### src/rtl/core/sdtq_pkg.sv
package sdtq_pkg;

   localparam int SLOTS_DEF = 16;
   localparam int THREADS_DEF = 64;

   localparam logic [1:0] OP_INSERT  = 2'd0;
   localparam logic [1:0] OP_UNLINK  = 2'd1;
   localparam logic [1:0] OP_SCAN    = 2'd2;
   localparam logic [1:0] OP_SERVICE = 2'd3;

   localparam logic [2:0] KIND_OK       = 3'd0;
   localparam logic [2:0] KIND_LINKED   = 3'd1;
   localparam logic [2:0] KIND_SIGNAL   = 3'd2;
   localparam logic [2:0] KIND_SCAN_END = 3'd3;
   localparam logic [2:0] KIND_FIRED    = 3'd4;
   localparam logic [2:0] KIND_NONE_DUE = 3'd5;

   // datapath commands
   localparam logic [3:0] CMD_NOP       = 4'd0;
   localparam logic [3:0] CMD_LATCH     = 4'd1;  // capture request, start walk at head
   localparam logic [3:0] CMD_STEP      = 4'd2;  // advance walk cursor
   localparam logic [3:0] CMD_INS_WRITE = 4'd3;  // write entry fields
   localparam logic [3:0] CMD_INS_LINK  = 4'd4;  // link before cursor or at tail
   localparam logic [3:0] CMD_UNLINK    = 4'd5;  // unlink target; clear done when target is the request slot
   localparam logic [3:0] CMD_FIRE      = 4'd7;  // mark cursor done, set target

   typedef struct packed {
      logic [3:0] cmd;
      logic       target_cursor; // unlink uses cursor instead of request slot
   } ctl_type;

   typedef struct packed {
      logic [1:0] opcode;
      logic       cur_valid;    // cursor is a slot and step budget left
      logic       cur_done;
      logic       cur_due;      // cursor deadline <= request time
      logic       cur_later;    // cursor deadline > request key
      logic       cur_owner_hit;
      logic       cur_signalled;
      logic       tgt_linked;
      logic       tgt_remove;
   } sts_type;

endpackage

### src/rtl/core/sdtq_datapath.sv
module sdtq_datapath #(
   parameter int SLOTS = sdtq_pkg::SLOTS_DEF,
   parameter int THREADS = sdtq_pkg::THREADS_DEF,
   localparam int SW = $clog2(SLOTS),
   localparam int LW = $clog2(SLOTS + 1),
   localparam int TW = $clog2(THREADS)
) (
   input  logic                 clock,
   input  logic                 reset,
   input  sdtq_pkg::ctl_type    ctl,
   output sdtq_pkg::sts_type    sts,
   input  logic [1:0]           req_opcode,
   input  logic [3:0]           req_slot,
   input  logic [31:0]          req_time_sec,
   input  logic [19:0]          req_time_usec,
   input  logic [5:0]           req_thread,
   input  logic                 req_auto_remove,
   output logic [SW-1:0]        fired_slot,
   output logic [TW-1:0]        cur_owner,
   output logic [31:0]          cur_sec,
   output logic [19:0]          cur_usec
);

   localparam logic [LW-1:0] NONE = LW'(SLOTS);

   logic [31:0]   dl_sec [SLOTS];
   logic [19:0]   dl_usec [SLOTS];
   logic [TW-1:0] owner [SLOTS];
   logic [SLOTS-1:0] done_ff, remove_ff, linked_ff;
   logic [LW-1:0] next_ff [SLOTS];
   logic [LW-1:0] prev_ff [SLOTS];
   logic [LW-1:0] head_ff;

   logic [1:0]    op_ff;
   logic [SW-1:0] slot_ff;
   logic [51:0]   key_ff;
   logic [TW-1:0] thr_ff;
   logic          ar_ff;
   logic [LW-1:0] cur_ff, tail_ff;
   logic [LW-1:0] steps_ff;
   logic [SW-1:0] tgt_ff;

   logic [SW-1:0] cidx, tidx, uidx;
   logic [51:0]   ckey;
   logic [LW-1:0] up, un;

   assign cidx = cur_ff[SW-1:0];
   assign tidx = slot_ff;
   assign ckey = {dl_sec[cidx], dl_usec[cidx]};
   assign uidx = ctl.target_cursor ? cidx : tidx;
   assign up = prev_ff[uidx];
   assign un = next_ff[uidx];

   assign cur_owner = owner[cidx];
   assign cur_sec = dl_sec[cidx];
   assign cur_usec = dl_usec[cidx];
   assign fired_slot = tgt_ff;

   always_comb begin
      sts.opcode = op_ff;
      sts.cur_valid = (cur_ff < NONE) && (steps_ff < LW'(SLOTS));
      sts.cur_done = done_ff[cidx];
      sts.cur_due = ckey <= key_ff;
      sts.cur_later = ckey > key_ff;
      sts.cur_owner_hit = owner[cidx] == thr_ff;
      // signalled set is kept outside the datapath
      sts.cur_signalled = 1'b0;
      sts.tgt_linked = linked_ff[tidx];
      sts.tgt_remove = remove_ff[cidx];
   end

   // entry payload and request latch, no reset
   always_ff @(posedge clock) begin
      if (ctl.cmd == sdtq_pkg::CMD_INS_WRITE) begin
         dl_sec[tidx] <= key_ff[51:20];
         dl_usec[tidx] <= key_ff[19:0];
         owner[tidx] <= thr_ff;
      end
      if (ctl.cmd == sdtq_pkg::CMD_LATCH) begin
         op_ff <= req_opcode;
         slot_ff <= SW'(32'(req_slot) % SLOTS);
         key_ff <= {req_time_sec, req_time_usec};
         thr_ff <= TW'(32'(req_thread) % THREADS);
         ar_ff <= req_auto_remove;
      end
   end

   always_ff @(posedge clock) begin
      if (reset) begin
         done_ff <= '0;
         remove_ff <= '0;
         linked_ff <= '0;
         head_ff <= NONE;
         cur_ff <= NONE;
         tail_ff <= NONE;
         steps_ff <= '0;
         tgt_ff <= '0;
         for (int i = 0; i < SLOTS; i++) begin
            next_ff[i] <= NONE;
            prev_ff[i] <= NONE;
         end
      end else begin
         case (ctl.cmd)
            sdtq_pkg::CMD_LATCH: begin
               cur_ff <= head_ff;
               tail_ff <= NONE;
               steps_ff <= '0;
            end
            sdtq_pkg::CMD_STEP: begin
               tail_ff <= cur_ff;
               cur_ff <= next_ff[cidx];
               steps_ff <= steps_ff + 1'b1;
            end
            sdtq_pkg::CMD_INS_WRITE: begin
               remove_ff[tidx] <= ar_ff;
               done_ff[tidx] <= 1'b0;
            end
            sdtq_pkg::CMD_INS_LINK: begin
               linked_ff[tidx] <= 1'b1;
               if (sts.cur_valid) begin
                  // link in front of cursor
                  next_ff[tidx] <= cur_ff;
                  prev_ff[tidx] <= prev_ff[cidx];
                  if (prev_ff[cidx] < NONE) next_ff[prev_ff[cidx][SW-1:0]] <= LW'(tidx);
                  else head_ff <= LW'(tidx);
                  prev_ff[cidx] <= LW'(tidx);
               end else begin
                  next_ff[tidx] <= NONE;
                  prev_ff[tidx] <= tail_ff;
                  if (tail_ff < NONE) next_ff[tail_ff[SW-1:0]] <= LW'(tidx);
                  else head_ff <= LW'(tidx);
               end
            end
            sdtq_pkg::CMD_UNLINK: begin
               if (!ctl.target_cursor) done_ff[uidx] <= 1'b0;
               if (linked_ff[uidx]) begin
                  if (up < NONE) next_ff[up[SW-1:0]] <= un;
                  else head_ff <= un;
                  if (un < NONE) prev_ff[un[SW-1:0]] <= up;
                  next_ff[uidx] <= NONE;
                  prev_ff[uidx] <= NONE;
                  linked_ff[uidx] <= 1'b0;
               end
            end
            sdtq_pkg::CMD_FIRE: begin
               done_ff[cidx] <= 1'b1;
               tgt_ff <= cidx;
            end
            default: begin
            end
         endcase
      end
   end

endmodule

### src/rtl/core/sdtq_control.sv
module sdtq_control (
   input  logic              clock,
   input  logic              reset,
   input  logic              req_valid,
   output logic              req_stall,
   input  sdtq_pkg::sts_type sts,
   output sdtq_pkg::ctl_type ctl,
   output logic              emit,
   output logic [2:0]        emit_kind,
   output logic              emit_last,
   output logic              emit_next,
   input  logic              out_busy
);

   localparam logic [2:0] S_IDLE = 3'd0;
   localparam logic [2:0] S_DISP = 3'd1;
   localparam logic [2:0] S_WALK = 3'd2;  // insert search / service search
   localparam logic [2:0] S_SKIP = 3'd3;  // scan: skip done prefix
   localparam logic [2:0] S_SCAN = 3'd4;
   localparam logic [2:0] S_LINK = 3'd5;
   localparam logic [2:0] S_FIRE = 3'd6;

   logic [2:0] state_ff, state_in;

   assign req_stall = state_ff != S_IDLE;

   always_comb begin
      state_in = state_ff;
      ctl.cmd = sdtq_pkg::CMD_NOP;
      ctl.target_cursor = 1'b0;
      emit = 1'b0;
      emit_kind = sdtq_pkg::KIND_OK;
      emit_last = 1'b1;
      emit_next = 1'b0;
      case (state_ff)
         S_IDLE: begin
            if (req_valid) begin
               ctl.cmd = sdtq_pkg::CMD_LATCH;
               state_in = S_DISP;
            end
         end
         S_DISP: begin
            if (!out_busy) begin
               case (sts.opcode)
                  sdtq_pkg::OP_INSERT: begin
                     if (sts.tgt_linked) begin
                        emit = 1'b1;
                        emit_kind = sdtq_pkg::KIND_LINKED;
                        state_in = S_IDLE;
                     end else begin
                        ctl.cmd = sdtq_pkg::CMD_INS_WRITE;
                        state_in = S_WALK;
                     end
                  end
                  sdtq_pkg::OP_UNLINK: begin
                     ctl.cmd = sdtq_pkg::CMD_UNLINK;
                     emit = 1'b1;
                     state_in = S_IDLE;
                  end
                  sdtq_pkg::OP_SCAN: state_in = S_SKIP;
                  default: state_in = S_WALK;
               endcase
            end
         end
         S_WALK: begin
            if (sts.opcode == sdtq_pkg::OP_INSERT) begin
               if (sts.cur_valid && !sts.cur_later) ctl.cmd = sdtq_pkg::CMD_STEP;
               else state_in = S_LINK;
            end else if (!sts.cur_valid) begin
               if (!out_busy) begin
                  emit = 1'b1;
                  emit_kind = sdtq_pkg::KIND_NONE_DUE;
                  state_in = S_IDLE;
               end
            end else if (!sts.cur_done && sts.cur_owner_hit && sts.cur_due) begin
               ctl.cmd = sdtq_pkg::CMD_FIRE;
               state_in = S_FIRE;
            end else begin
               ctl.cmd = sdtq_pkg::CMD_STEP;
            end
         end
         S_LINK: begin
            if (!out_busy) begin
               ctl.cmd = sdtq_pkg::CMD_INS_LINK;
               emit = 1'b1;
               state_in = S_IDLE;
            end
         end
         S_FIRE: begin
            if (!out_busy) begin
               if (sts.tgt_remove) begin
                  ctl.cmd = sdtq_pkg::CMD_UNLINK;
                  ctl.target_cursor = 1'b1;
               end
               emit = 1'b1;
               emit_kind = sdtq_pkg::KIND_FIRED;
               state_in = S_IDLE;
            end
         end
         S_SKIP: begin
            if (sts.cur_valid && sts.cur_done) ctl.cmd = sdtq_pkg::CMD_STEP;
            else state_in = S_SCAN;
         end
         S_SCAN: begin
            if (!out_busy) begin
               if (sts.cur_valid && sts.cur_due) begin
                  ctl.cmd = sdtq_pkg::CMD_STEP;
                  if (!sts.cur_signalled) begin
                     // mark and step share the cycle: signal set happens on owner
                     emit = 1'b1;
                     emit_kind = sdtq_pkg::KIND_SIGNAL;
                     emit_last = 1'b0;
                  end
               end else begin
                  emit = 1'b1;
                  emit_kind = sdtq_pkg::KIND_SCAN_END;
                  emit_next = sts.cur_valid;
                  state_in = S_IDLE;
               end
            end
         end
         default: state_in = S_IDLE;
      endcase
   end

   always_ff @(posedge clock) begin
      if (reset) state_ff <= S_IDLE;
      else state_ff <= state_in;
   end

endmodule

### src/rtl/core/sdtq_sigwalk.sv
module sdtq_sigwalk #(
   parameter int THREADS = sdtq_pkg::THREADS_DEF,
   localparam int TW = $clog2(THREADS)
) (
   input  logic          clock,
   input  logic          reset,
   input  logic          clear,
   input  logic          mark,
   input  logic [TW-1:0] owner,
   output logic          seen
);
   // per-scan signalled-thread set
   logic [THREADS-1:0] seen_ff;
   assign seen = seen_ff[owner];
   always_ff @(posedge clock) begin
      if (reset || clear) seen_ff <= '0;
      else if (mark) seen_ff[owner] <= 1'b1;
   end
endmodule

### src/rtl/core/sorted_deadline_timer_queue_unit.sv
// Sorted deadline timer queue.
// Request channel (req_*): one word per operation, accepted when req_valid
// is high and req_stall low. Opcodes: insert, unlink, scan, service.
// Response channel (rsp_*): one word per result, taken when rsp_valid is high
// and rsp_stall low; rsp_last marks the final word of an operation.
// One operation at a time. Unlink and a refused insert load their word
// from the dispatch state; insert and service walk the linked list one
// entry per cycle, visiting at most SLOTS entries before the word is loaded.
// A scan gives one signal word per cycle for each due entry whose owner
// was not yet signalled, while the response side does not stall, then the
// scan-end word. The walk through the link table sets the rate.
// Reset clears all link, mark and control state at once; deadlines and
// owners stay undefined until an insert writes them.
// A stall on the response side holds the single output register; the
// controller waits in place until that register frees, and no request is
// taken until the last word of the current one has been loaded.
module sorted_deadline_timer_queue_unit #(
   parameter int SLOTS = sdtq_pkg::SLOTS_DEF,
   parameter int THREADS = sdtq_pkg::THREADS_DEF
) (
   input  logic        clock,
   input  logic        reset,
   input  logic        req_valid,
   output logic        req_stall,
   input  logic [1:0]  req_opcode,
   input  logic [3:0]  req_slot,
   input  logic [31:0] req_time_sec,
   input  logic [19:0] req_time_usec,
   input  logic [5:0]  req_thread,
   input  logic        req_auto_remove,
   output logic        rsp_valid,
   input  logic        rsp_stall,
   output logic [2:0]  rsp_kind,
   output logic [3:0]  rsp_result_slot,
   output logic [5:0]  rsp_signal_thread,
   output logic [31:0] rsp_next_sec,
   output logic [19:0] rsp_next_usec,
   output logic        rsp_next_valid,
   output logic        rsp_last
);

   localparam int SW = $clog2(SLOTS);
   localparam int TW = $clog2(THREADS);

   sdtq_pkg::ctl_type ctl, dp_ctl;
   sdtq_pkg::sts_type sts, dp_sts;
   logic          emit, emit_last, emit_next, out_busy, seen;
   logic [2:0]    emit_kind;
   logic [SW-1:0] fired_slot;
   logic [TW-1:0] cur_owner;
   logic [31:0]   cur_sec;
   logic [19:0]   cur_usec;

   // output register is busy while it holds a word not yet taken
   assign out_busy = rsp_valid && rsp_stall;

   sdtq_control u_ctrl (
      .clock, .reset, .req_valid, .req_stall, .sts, .ctl,
      .emit, .emit_kind, .emit_last, .emit_next, .out_busy
   );

   // signalled set lives in its own unit; take that status bit from it
   always_comb begin
      dp_ctl = ctl;
      sts = dp_sts;
      sts.cur_signalled = seen;
   end

   sdtq_sigwalk #(.THREADS(THREADS)) u_sig (
      .clock, .reset,
      .clear(ctl.cmd == sdtq_pkg::CMD_LATCH),
      .mark(emit && emit_kind == sdtq_pkg::KIND_SIGNAL),
      .owner(cur_owner), .seen
   );

   sdtq_datapath #(.SLOTS(SLOTS), .THREADS(THREADS)) u_dp (
      .clock, .reset, .ctl(dp_ctl), .sts(dp_sts),
      .req_opcode, .req_slot, .req_time_sec, .req_time_usec, .req_thread,
      .req_auto_remove, .fired_slot, .cur_owner, .cur_sec, .cur_usec
   );

   // response register: load on emit, drop when taken
   always_ff @(posedge clock) begin
      if (reset) rsp_valid <= 1'b0;
      else if (emit) rsp_valid <= 1'b1;
      else if (!rsp_stall) rsp_valid <= 1'b0;
   end

   always_ff @(posedge clock) begin
      if (emit) begin
         rsp_kind <= emit_kind;
         rsp_last <= emit_last;
         rsp_result_slot <= (emit_kind == sdtq_pkg::KIND_FIRED) ? 4'(fired_slot) : 4'd0;
         rsp_signal_thread <= (emit_kind == sdtq_pkg::KIND_SIGNAL) ? 6'(cur_owner) : 6'd0;
         rsp_next_sec <= emit_next ? cur_sec : 32'd0;
         rsp_next_usec <= emit_next ? cur_usec : 20'd0;
         rsp_next_valid <= emit_next;
      end
   end

endmodule

### config.mk
export PLATFORM = sky130hd
export DESIGN_NAME = sorted_deadline_timer_queue_unit
export DESIGN_NICKNAME = d
export VERILOG_FILES = /design/src/rtl/core/sdtq_pkg.sv /design/src/rtl/core/sdtq_datapath.sv /design/src/rtl/core/sdtq_control.sv /design/src/rtl/core/sdtq_sigwalk.sv /design/src/rtl/core/sorted_deadline_timer_queue_unit.sv
export SDC_FILE = /design/constraint.sdc
export NUM_CORES = 2
export LEC_CHECK = 0
export ABC_AREA = 1
export BUFFER_PORTS_ARGS = -buffer_cell sky130_fd_sc_hd__buf_4
export CORE_MARGIN = 10
export CORE_UTILIZATION = 55
export DETAILED_ROUTE_END_ITERATION = 12
export PLACE_DENSITY = 0.71
export SYNTH_ARGS = -nofsm -noshare
export SYNTH_HDL_FRONTEND = slang
export SYNTH_SLANG_ARGS = --single-unit
### constraint.sdc
create_clock -name clock -period 16.45 [get_ports clock]
set_clock_uncertainty 0.15 [all_clocks]
set_input_delay 0.8225 -clock clock [delete_from_list [all_inputs] [get_ports clock]]
set_output_delay 0.8225 -clock clock [all_outputs]
set_load 0.01 [all_outputs]
==> impl_metrics.csv <==
group,metric,value,unit
hold_path,worstHoldPathType,"primary input to flop",
yosys,synth_top_area_share,59.6,%
worst_setup_path,start_kind,"flop",
die,io_pins,138,
power_and_ir_drop,power_frac_seq,39.9,%
drt,wl,177000,um
power_and_ir_drop,swShare,38.0,%
timing,final.period_utilization,57.4,%
drt,routedWlPerCell,23.2,um
die,floorplan.initialDensity,55.5,%
yosys,synth_area_leaders,"edfxtp_1 (60%), nand2_1 (8.0%), o21ai_0 (5.0%)",
drt,vias,46562,
drt,viasPerCell,6.09,
placement,gp_congestion,0.953,
run_status,status,"complete, no violations",
die,coreArea,111000,um^2
drt,drt-initial-drc-count,6583,
drt,first_pass_iters,10,
yosys,syn_area,61500,um^2
grt,grt_max_degree,229,
yosys,syn_nets,6178,
worst_setup_path,arrival,9.72,ns
timing,drv_slew,0,
power_and_ir_drop,power_report.internal_total,6900,uW
power_and_ir_drop,vdd_drop_max,0.179,mV
finish,area_delta_synth_final,10.8,%
cts,cts_tree,"done",
yosys,synth.avg_cell_area,10.2,um^2
worst_setup_path,critPathKind,"flop to flop",
grt,first_global_vias,43364,
cts,clk_path_buf_depth,3,
power_and_ir_drop,power.leakage,0.0247,uW
power_and_ir_drop,pwr-share-comb,31.5,%
worst_setup_path,crit_family,"simple AND/OR/NAND/NOR gates",
cts,insertion_delay,0.78,ns
yosys,yosysUniqueCellTypes,49,
drt,ant_nets,0,
cts,cts_resized,0,
yosys,ys_warn_count,0,
power_and_ir_drop,p_total,11100,uW
timing,fin_tns_setup,0,ns
grt,overflow,0,
cts,ctsHoldBuffers,0,
timing,hold_viol,0,
worst_setup_path,crit_top_cell,"nand2_1",
cts,clock_sinks,1364,
worst_setup_path,cpMaxStageDelayCell,"buf_4",
drt,drc,0,
finish,final_cell_mix,"nand2_1 (1307), edfxtp_1 (1220), nor2_1 (786)",
finish,n_antenna_cell,0,
worst_setup_path,crit_path_end_kind,"flop",
placement,post-dp-hpwl,102000,um
grt,antenna_found_initial,0,
worst_setup_path,required,16.73,ns
worst_setup_path,path_buf_inv,4,
power_and_ir_drop,p_switching,4230,uW
die,die_x,354,um
timing,finalSetupViolCount,0,
finish,final_net_count,6174,
yosys,synth.yosys.seq_area_share,64.2,%
timing,setup_ws,7.01,ns
cts,clock-root-buffer,"clkbuf_16",
timing,fmax,106,MHz
finish,instances_no_fill,7648,
die,die_area,126000,um^2
cts,cts_buffers,139,
cts,htree_levels,4,
worst_setup_path,critPathMaxFanout,228,
timing,fin_crit,9.44,ns
die,chipHeight,354,um
die,rows,122,
placement,port_buffers,137,
grt,grtUsageTotal,27.3,%
timing,worstMarginPinSlew,1.30,ns
yosys,synthCells,6056,
timing,rsz0062_at_grt,"false",
grt,grt_pass1_wl,265000,um
cts,cts_setup_buffers,0,
placement,dp.cells,7399,
placement,dp_slack,7.49,ns
timing,slew_headroom,12.8,%
flow_run,cap_violations,0,
finish,seq_area,39500,um^2
cts,path_clk_slew,0.06,ns
power_and_ir_drop,power_frac_clock,28.5,%
finish,drive_gt1_share,9.46,%
yosys,ys_ff_latch,1364,
finish,layout_commonest_cell,"nand2_1",
finish,multi_input_area,19000,um^2
finish,fillCellCount,8923,
power_and_ir_drop,powerDensity,163,nW/um^2
worst_setup_path,max_stage_delay,0.81,ns
yosys,synth_top_cell_by_area,"edfxtp_1",
## worst paths after layout
path | to | cells past startpoint | slack (ns) | start
setup reg to reg | u_dp.next_ff[13][0] | 26 | 7.01 | flop
hold reg to reg | u_sig.seen_ff[49] | 2 | 0.30 | u_sig.seen_ff[49]
setup / recovery | u_dp.next_ff[13][0] | 26 | 7.01 | flop
hold / removal | u_dp.key_ff[3] | 1 | 0.07 | req_time_usec[3]
## power by group through the flow
stage	Clock (uW)	Combinational, uW	Sequential (uW)
floorplan	0	2250	4380
global placement	0	3370	4490
detailed placement	0	3430	4500
CTS	3190	3440	4430
global route	3330	3810	4470
finish	3170	3510	4440
## flip-flops by register name (all words and copies together) (netlist names), 5 cells and up, named ones only
signal             count
u_dp.head_ff           5
u_dp.next_ff          80
u_dp.cur_ff            5
rsp_signal_thread      6
u_dp.prev_ff          80
u_dp.done_ff          16
rsp_next_usec         20
u_dp.key_ff           52
u_dp.dl_sec          512
u_dp.tail_ff           5
u_sig.seen_ff         64
u_dp.linked_ff        16
u_dp.dl_usec         320
u_dp.thr_ff            6
rsp_next_sec          32
u_dp.remove_ff        16
u_dp.steps_ff          5
u_dp.owner            96
## worst register-to-register path, cell delays in order (launching register included)
cell and delay, ns:
dfxtp_4 0.57, inv_8 0.50, buf_4 1.00, buf_12 0.65
o21ai_0 0.56, o221ai_1 0.25, o211ai_1 0.16, nand2_1 0.11
ha_1 0.24, a21oi_1 0.20, o21ai_0 0.24, nand2_1 0.13
a21boi_0 0.11, nor2_1 0.20, nand3_1 0.11, nand2_1 0.31
nand3_1 0.38, nand3_1 0.21, nand2_1 0.11, nor2_4 0.60
nand3_4 0.35, inv_2 0.79, nand3_1 0.18, nand2_1 0.25
nand2_1 0.17, nor2_1 0.27, nand3b_1 0.29
## cell usage after synthesis (all sizes together)
cell type	number
a32o	1
xnor2	2
o211ai	87
dfxtp	144
nand4	34
clkbuf	255
a211oi	5
o21a	3
buf	81
ha	53
o221ai	160
o31ai	3
a21oi	256
nor3	11
edfxtp	1220
a31oi	5
o21bai	6
a22oi	10
o21ai	631
nor2	843
nand3	367
o2111ai	1
nand2	1329
o221a	5
clkinv	17
a21boi	1
o22ai	89
inv	413
nand3b	11
or2	7
nor4	6
## per-stage QoR
stage	util (%)	area, um^2	hold slack (ns)
finish	61.5	68200	0.0739
global route	61.5	68200	0.0509
CTS	61.5	68200	0.0365
detailed placement	57.4	63600	0.293
global placement	57.4	63600	0.286
floorplan	-	61500	0.279
## cells by family after synthesis
| group | after synthesis | synth area share, % |
|---|---|---|
| simple gates | 2608 | 17.6 |
| flops | 1364 | 64.2 |
| fa+ha+maj | 53 | 1.08 |
| compound gates | 1263 | 12.2 |
| xor+xnor | 2 | 0.0285 |
| buf+inv | 766 | 4.92 |
## final cells by class
type,count,share of cell area [%]
inverter,430,2.46
timing repair buffer,191,2.20
clock inverter,71,1.22
clock buffer,178,5.50
sequential,1364,58.0
tap,1488,2.73
multi-input combinational,3926,27.9
## per-layer routing
metal | track usage (%) | routed length (um) | up-vias
li1 | - | - | 21163
met2 | 42.4 | 80600 | 2690
met3 | 5.07 | 19100 | 457
met5 | 0 | 0 | -
met1 | 38.1 | 71100 | 22252
met4 | 10.5 | 6440 | 0
Power figures use the tool's default switching activity.
